<file path="config.mk">
export PLATFORM = sky130hd
export DESIGN_NAME = bbc_ctrl
export DESIGN_NICKNAME = d
export VERILOG_FILES = /design/src/rtl/core/bbc_pkg.sv /design/src/rtl/core/bbc_ctrl.sv
export SDC_FILE = /design/constraint.sdc
export NUM_CORES = 1
export LEC_CHECK = 0
export BUFFER_PORTS_ARGS = -buffer_cell sky130_fd_sc_hd__buf_2
export CAP_MARGIN = 20
export CORE_ASPECT_RATIO = 2
export CORE_MARGIN = 2
export CORE_UTILIZATION = 30
export CTS_CLUSTER_DIAMETER = 120
export CTS_CLUSTER_SIZE = 10
export DETAILED_ROUTE_END_ITERATION = 8
export SLEW_MARGIN = 10
export SYNTH_ARGS = -nofsm -noshare
export SYNTH_HDL_FRONTEND = slang
export SYNTH_SLANG_ARGS = --single-unit
</file>
<file path="constraint.sdc">
create_clock -name clk -period 8.4 [get_ports clk]
set_input_delay 1.68 -clock clk [delete_from_list [all_inputs] [get_ports clk]]
set_output_delay 1.68 -clock clk [all_outputs]
set_load 0.005 [all_outputs]
</file>
<file path="src/rtl/core/bbc_pkg.sv">
`timescale 1ns / 1ps

package bbc_pkg;

	// Bracket characters
	localparam logic [7:0] CH_ROUND_OPEN   = 8'h28; // (
	localparam logic [7:0] CH_ROUND_CLOSE  = 8'h29; // )
	localparam logic [7:0] CH_SQUARE_OPEN  = 8'h5B; // [
	localparam logic [7:0] CH_SQUARE_CLOSE = 8'h5D; // ]
	localparam logic [7:0] CH_CURLY_OPEN   = 8'h7B; // {
	localparam logic [7:0] CH_CURLY_CLOSE  = 8'h7D; // }

	// Bracket kind as stored on the stack
	typedef enum logic [1:0] {
		KIND_NONE   = 2'd0,
		KIND_ROUND  = 2'd1,
		KIND_SQUARE = 2'd2,
		KIND_CURLY  = 2'd3
	} kind_t;

	// Verdict codes; the error codes double as the held error
	typedef enum logic [2:0] {
		V_PENDING  = 3'd0,
		V_VALID    = 3'd1,
		V_MISMATCH = 3'd2,
		V_EMPTY    = 3'd3,
		V_UNCLOSED = 3'd4,
		V_OVERFLOW = 3'd5
	} verdict_t;

	localparam int unsigned DEPTH_OUT_W = 6;

	// Input request payload
	typedef struct packed {
		logic [7:0] character;
		logic       last_char;
	} char_req_t;

	// Result payload
	typedef struct packed {
		logic [2:0]             verdict;
		logic                   string_done;
		logic [DEPTH_OUT_W-1:0] open_depth;
	} result_t;

	function automatic kind_t opener_kind(input logic [7:0] ch);
		kind_t k;
		k = KIND_NONE;
		if (ch == CH_ROUND_OPEN)  k = KIND_ROUND;
		if (ch == CH_SQUARE_OPEN) k = KIND_SQUARE;
		if (ch == CH_CURLY_OPEN)  k = KIND_CURLY;
		return k;
	endfunction

	function automatic kind_t closer_kind(input logic [7:0] ch);
		kind_t k;
		k = KIND_NONE;
		if (ch == CH_ROUND_CLOSE)  k = KIND_ROUND;
		if (ch == CH_SQUARE_CLOSE) k = KIND_SQUARE;
		if (ch == CH_CURLY_CLOSE)  k = KIND_CURLY;
		return k;
	endfunction

endpackage

</file>
<file path="src/rtl/core/bbc_ctrl.sv">
`timescale 1ns / 1ps

// Stack pointer, held error and verdict. The read address always tracks the
// entry that will be on top after this cycle, so the top kind is ready for
// the next character.
module bbc_ctrl #(
	parameter int unsigned STACK_DEPTH = 32,
	parameter int unsigned AW          = 5,
	parameter int unsigned CW          = 6
) (
	input  logic                clk,
	input  logic                arst_n,
	input  logic                take,
	input  bbc_pkg::char_req_t  req,
	input  bbc_pkg::kind_t      top,
	output logic                we,
	output logic [AW-1:0]       waddr,
	output bbc_pkg::kind_t      wdata,
	output logic [AW-1:0]       raddr,
	output bbc_pkg::result_t    res
);
	import bbc_pkg::*;

	logic [CW-1:0] count_q;
	verdict_t      err_q;

	kind_t         op;
	kind_t         cl;
	logic [CW-1:0] count_after;
	verdict_t      err_after;
	logic [CW-1:0] count_next;
	verdict_t      err_next;
	logic [CW-1:0] rd_ptr;
	logic          push;

	assign op = opener_kind(req.character);
	assign cl = closer_kind(req.character);

	// Apply one character to the stack
	always_comb begin
		count_after = count_q;
		err_after   = err_q;
		push        = 1'b0;
		if (err_q == V_PENDING) begin
			if (op != KIND_NONE) begin
				if (count_q == CW'(STACK_DEPTH)) begin
					err_after = V_OVERFLOW;
				end else begin
					push        = 1'b1;
					count_after = count_q + CW'(1);
				end
			end else if (cl != KIND_NONE) begin
				if (count_q == '0) begin
					err_after = V_EMPTY;
				end else if (top == cl) begin
					count_after = count_q - CW'(1);
				end else begin
					err_after = V_MISMATCH;
				end
			end
		end
	end

	// Result fields
	always_comb begin
		res.open_depth  = DEPTH_OUT_W'(count_after);
		res.string_done = req.last_char;
		if (!req.last_char) begin
			res.verdict = V_PENDING;
		end else if (err_after != V_PENDING) begin
			res.verdict = err_after;
		end else if (count_after != '0) begin
			res.verdict = V_UNCLOSED;
		end else begin
			res.verdict = V_VALID;
		end
	end

	// Next state; end of string clears everything
	always_comb begin
		count_next = count_q;
		err_next   = err_q;
		if (take) begin
			count_next = req.last_char ? '0 : count_after;
			err_next   = req.last_char ? V_PENDING : err_after;
		end
	end

	assign we     = take && push;
	assign waddr  = count_q[AW-1:0];
	assign wdata  = op;
	assign rd_ptr = count_next - CW'(1);
	assign raddr  = rd_ptr[AW-1:0];

	always_ff @(posedge clk or negedge arst_n) begin
		if (!arst_n) begin
			count_q <= '0;
			err_q   <= V_PENDING;
		end else begin
			count_q <= count_next;
			err_q   <= err_next;
		end
	end

	a_count_bound: assert property (@(posedge clk) disable iff (!arst_n)
		count_q <= CW'(STACK_DEPTH))
		else $error("stack pointer beyond depth");

	a_clear_on_last: assert property (@(posedge clk) disable iff (!arst_n)
		take && req.last_char |=> count_q == '0 && err_q == V_PENDING)
		else $error("state not cleared after last character");

	a_error_freezes: assert property (@(posedge clk) disable iff (!arst_n)
		take && !req.last_char && err_q != V_PENDING
		|=> $stable(count_q) && $stable(err_q))
		else $error("held error did not freeze the stack");

	a_write_in_range: assert property (@(posedge clk) disable iff (!arst_n)
		we |-> count_q < CW'(STACK_DEPTH) && err_q == V_PENDING)
		else $error("push beyond stack or during held error");

endmodule

</file>
== After elaboration in Yosys (flattened, before gate mapping) ==
Index checks and enable logic that the tools add are counted.

* $add $sub $neg: 3
* Eq/ne operators: 8
* Mux-type cells: 27
* Reductions and logical operators: 7

{| class="wikitable"
|+ Operators by type and width
! kind !! count
|-
| 6-bit 2-to-1 mux || 8
|-
| 8-bit by 7-bit == test with 1-bit output (second input constant) || 4
|-
| 3-bit 2-to-1 mux || 10
|-
| 8-bit by 6-bit == test with 1-bit output (second input constant) || 2
|-
| 2-bit 2-to-1 mux || 4
|-
| 6-bit by 1-bit adder with 6-bit output (second input constant) || 1
|-
| 6-bit == test (second input constant) || 1
|-
| 6-bit logical NOT || 1
|-
| 6-bit nonzero test || 1
|-
| 6-bit by 1-bit subtractor with 6-bit output (second input constant) || 1
|-
| 1-bit 2-to-1 mux || 5
|-
| 5-bit by 1-bit subtractor with 5-bit output (second input constant) || 1
|-
| 2-bit nonzero test || 2
|-
| 3-bit logical NOT || 1
|-
| 3-bit nonzero test || 1
|-
| 2-bit == test || 1
|-
| 1-bit logical AND || 1
|}

* Register bits: 9
* Input port bits: 14
* Output and inout port bits: 23

== Logic depth before layout (Yosys ltp) ==
* Word-level depth: 14
* Gate-level depth with buffers: 11

== Least setup slack after synthesis ==
Ideal clock, no wire load.

* Kind: in2out
* From: input req[5] in the netlist's numbering
* To: output raddr[4]
* Data arrival time: 3.659 ns
* Data required time: 6.720 ns
* Path slack: 3.061 ns
* Cell stages on the path: 9
* Path buffers: 0
* Path through: or4_4 > o22a_4 > a21oi_1 > o22ai_1 > a221oi_1 > a22oi_1 > ha_1 > nand3b_1 > xnor2_1

{| class="wikitable"
|+ RTL lines
! what !! RTL line !! RTL
|-
| start: declaration || bbc_ctrl.sv:14 || <nowiki>input bbc_pkg::char_req_t req,</nowiki>
|-
| end: declaration || bbc_ctrl.sv:19 || <nowiki>output logic [AW-1:0] raddr,</nowiki>
|}

== Worst setup path after layout ==
* From: input req[5] in the netlist's numbering
* To: output raddr[4]

* Longest elaborated chain between the ends: 13
* Elaborated cells between the ends (all ways): 23
* Those cells by class: add/sub (1); eq/ne (7); mux (13); reduce/logical (2)

{| class="wikitable"
|+ Ends and longest elaborated chain
! what !! RTL line !! RTL
|-
| 8-bit by 6-bit == test with 1-bit output || bbc_pkg.sv:58 || <nowiki>if (ch == CH_ROUND_CLOSE) k = KIND_ROUND;</nowiki>
|-
| 1-bit 2-to-1 mux || bbc_pkg.sv:58 ||
|-
| 2-bit 2-to-1 mux || bbc_pkg.sv:59 || <nowiki>if (ch == CH_SQUARE_CLOSE) k = KIND_SQUARE;</nowiki>
|-
| 2-bit 2-to-1 mux || bbc_pkg.sv:60 || <nowiki>if (ch == CH_CURLY_CLOSE) k = KIND_CURLY;</nowiki>
|-
| 2-bit == test || bbc_ctrl.sv:55 || <nowiki>end else if (top == cl) begin</nowiki>
|-
| 6-bit 2-to-1 mux || bbc_ctrl.sv:55 ||
|-
| 6-bit 2-to-1 mux || bbc_ctrl.sv:53 || <nowiki>if (count_q == '0) begin</nowiki>
|-
| 6-bit 2-to-1 mux || bbc_ctrl.sv:52 || <nowiki>end else if (cl != KIND_NONE) begin</nowiki>
|-
| 6-bit 2-to-1 mux * || bbc_ctrl.sv:45 || <nowiki>if (op != KIND_NONE) begin</nowiki>
|-
| 6-bit 2-to-1 mux * || bbc_ctrl.sv:44 || <nowiki>if (err_q == V_PENDING) begin</nowiki>
|-
| 6-bit 2-to-1 mux * || bbc_ctrl.sv:84 || <nowiki>count_next = req.last_char ? '0 : count_after;</nowiki>
|-
| 6-bit 2-to-1 mux * || bbc_ctrl.sv:83 || <nowiki>if (take) begin</nowiki>
|-
| 5-bit by 1-bit subtractor with 5-bit output * || bbc_ctrl.sv:92 || <nowiki>assign rd_ptr = count_next - CW'(1);</nowiki>
|}

Mark *: on every way between the ends. The rest lies on a longest branch, timed or not.

==> flow_metrics.tcl <==
set metrics [dict create \
    postSynthCellCount 159 \
    cts.sink_count 9 \
    ys_ff_latch 9 \
    post-route-period-util 0.699 \
    timing.critical_path.from "req[5]" \
    cp_data_required_time_ns 6.72 \
    yosysMostFrequentCell "nor2_1" \
    cts_buffer_depth 2 \
    global_route.overflow_total 0 \
    slew_viol_final 0 \
    place_ws_ns 2.55 \
    layout_setup_ws_ns 2.53 \
    placement.cell_area_mm2 0.00138 \
    synth.top_cells.by_area "dfrtp_1 (19%), nor2_1 (5.0%), inv_1 (4.4%)" \
    numPlacedInstances 236 \
    ant_nets 0 \
    clock-root-buffer "clkbuf_8" \
    synth_top_area_share 0.188 \
    cts_tree "yes" \
    synth_enable_flop_cells 0 \
    clk_pin_slew_worst_paths_ns 0.04 \
    worst_r2r_startpoint "count_q[0]" \
    ctsHtreeMaxLevel 1 \
    per_cell_via_count_in_the_routed_design 5.59 \
    timing.critical_path.from_type "input pin" \
    dr.first_iter.drc_count 46 \
    grt_pass1_vias 1262 \
    m1WireLength_um 1300 \
    ff_latch_area_um2 225 \
    fp.coreArea_mm2 0.00384 \
    cp-end-kind "output pin" \
    average_instance_area_after_synthesis_um2 7.53 \
    finalSetupViolCount 0 \
    max_slew_margin 0.561 \
    async_set_or_reset_register_ratio_after_synthesis 1.00 \
    worst_hold_path_type "reg -> reg" \
    grt_first_pass_wirelength_um 5730 \
    combined_area_of_the_multi_input_logic_cells_um2 860 \
    grt_max_degree 13 \
    timing.max_cap.violations 0 \
    floorplan.rows 32 \
    hold_violations 0 \
    run_status "finished clean" \
    io_buffer_count 36 \
    syn-cell-area_mm2 0.00120 \
    instances_no_fill 240 \
    fin_util 0.371 \
    tritoncts.num_buffers 3 \
    postCtsHoldBufs 0 \
    finClkSkew_ns 0.000494 \
    synthDominantAreaCellType "dfrtp_1" \
    total_leakage_power_nw 0.657 \
    synth_warnings 0 \
    design_power_total_mw 0.139 \
    detail_route.drc_violations 0 \
    power-per-cell-area_mw_per_mm2 97.2 \
    route.vias.total 1341 \
    full_die_area_mm2 0.00454 \
    routed_wl_um 3600 \
    antenna_diodes 0 \
    critPathMaxFanout 6 \
    ios 37 \
    routedWlPerCell_um 15.0 \
    met3_length_um 172 \
    number_of_antenna_violations_at_the_first_check_in_global_routing 0 \
    route.met2.wl_um 2000 \
    timing.hold.worst.start "err_q[1]" \
    final_layout_size_suffix_gt1_frac 0.286 \
    seq_area_frac_synth 0.188 \
    floorplan.die.width_um 48.7 \
    rsz0062_at_grt "no" \
    leading_cell_types_by_count_after_synthesis "nor2_1 (16), inv_1 (14), nand2_1 (13)" \
    drt_pass1_iterations 4 \
    post-cts-setup-buffers 0 \
    synth_fp_nets 177 \
    place_hpwl_um 2950 \
    area.growth.synth_to_final_pct 19.1 \
    ir_worst_vdd_v 0.0000916 \
    initial_core_util 0.312 \
    synth_flop_cell "dfrtp_1" \
    gpl.final_weighted_congestion 0.883 \
    timing_worst_setup_path_type "in -> out" \
    chipHeight_um 93.3 \
    grt_use_total 0.160 \
    worst_pin_slew_ns 0.655 \
    layout_min_cycle_time_ns 5.87 \
    worstSkewPairLatency_ns 0.22 \
    post_route_cell_area_mm2 0.00143 \
    num-fill-cells 448 \
    worst_ep_arrival_ns 4.19 \
    fin_hold_ws_ns 0.589 \
    fin_nets 208 \
    finalSetupTns_ns 0 \
    post_cts_resize_count 0 \
    fmax_ghz 0.170 \
    highest-signal-layer "met4" \
    post_synth_num_cell_types 58 \
]
==> final cells by class <==
class / count / share of cell area
Timing Repair Buffer: 36 / 0.126
Tap cell: 51 / 0.0447
Sequential cell: 9 / 0.158
Clock buffer: 4 / 0.0316
Multi-Input combinational cell: 126 / 0.603
Inverter: 14 / 0.0368
==> kinds of logic after synthesis <==
group                    Yosys count  synth area share
multiplexers                       1           0.00836
XOR/XNOR                           5            0.0366
adder cells (fa/ha/maj)            4            0.0418
AND/OR/NAND/NOR                   67             0.328
AO/OA/AOI/OAI                     49             0.303
buffers and inverters             24            0.0940
flip-flops                         9             0.188
==> sequential cells by signal (all words and copies together) (netlist names) <==
name / count
count_q: 6
err_q: 3
==> where the power goes <==
part / internal (mW) / switching (mW)
sequential: 0.0446 / 0.00317
clock: 0.0329 / 0.0152
combinational: 0.0191 / 0.0238
==> worst paths after layout <==
path                               to  slack (ns)  cells after the start
max                          raddr[4]        2.53                     11
min                          err_q[1]        0.59                      1
max reg2reg                count_q[1]        6.15                      8
min reg2reg                  err_q[1]        0.59                      1
max in group asynchronous  count_q[5]        6.93                      1
min in group asynchronous    err_q[0]        1.30                      1
==> critical path, cell delays in order <==
cell	delay, ns
buf_2	0.12
or4_4	0.57
o22a_4	0.24
a21oi_1	0.15
o22ai_1	0.10
a221oi_1	0.47
a22oi_1	0.21
ha_1	0.27
nand3b_1	0.10
xnor2_1	0.13
buf_2	0.14
==> per-layer routing <==
layer,up-vias,global-route usage
met3,12,0.0272
met1,624,0.152
li1,645,-
met2,60,0.309
met5,-,0
met4,0,0.0952
==> cells in the final DEF, fill, tap and decap left out, drive strengths merged, types with 5 or more instances in the layout <==
master  count
buf        36
nor2       17
inv        14
nand2      13
a21oi      11
o21ai      11
dfrtp       9
nand3       7
nor3        6
xnor2       5
Power figures use the tool's default switching activity.
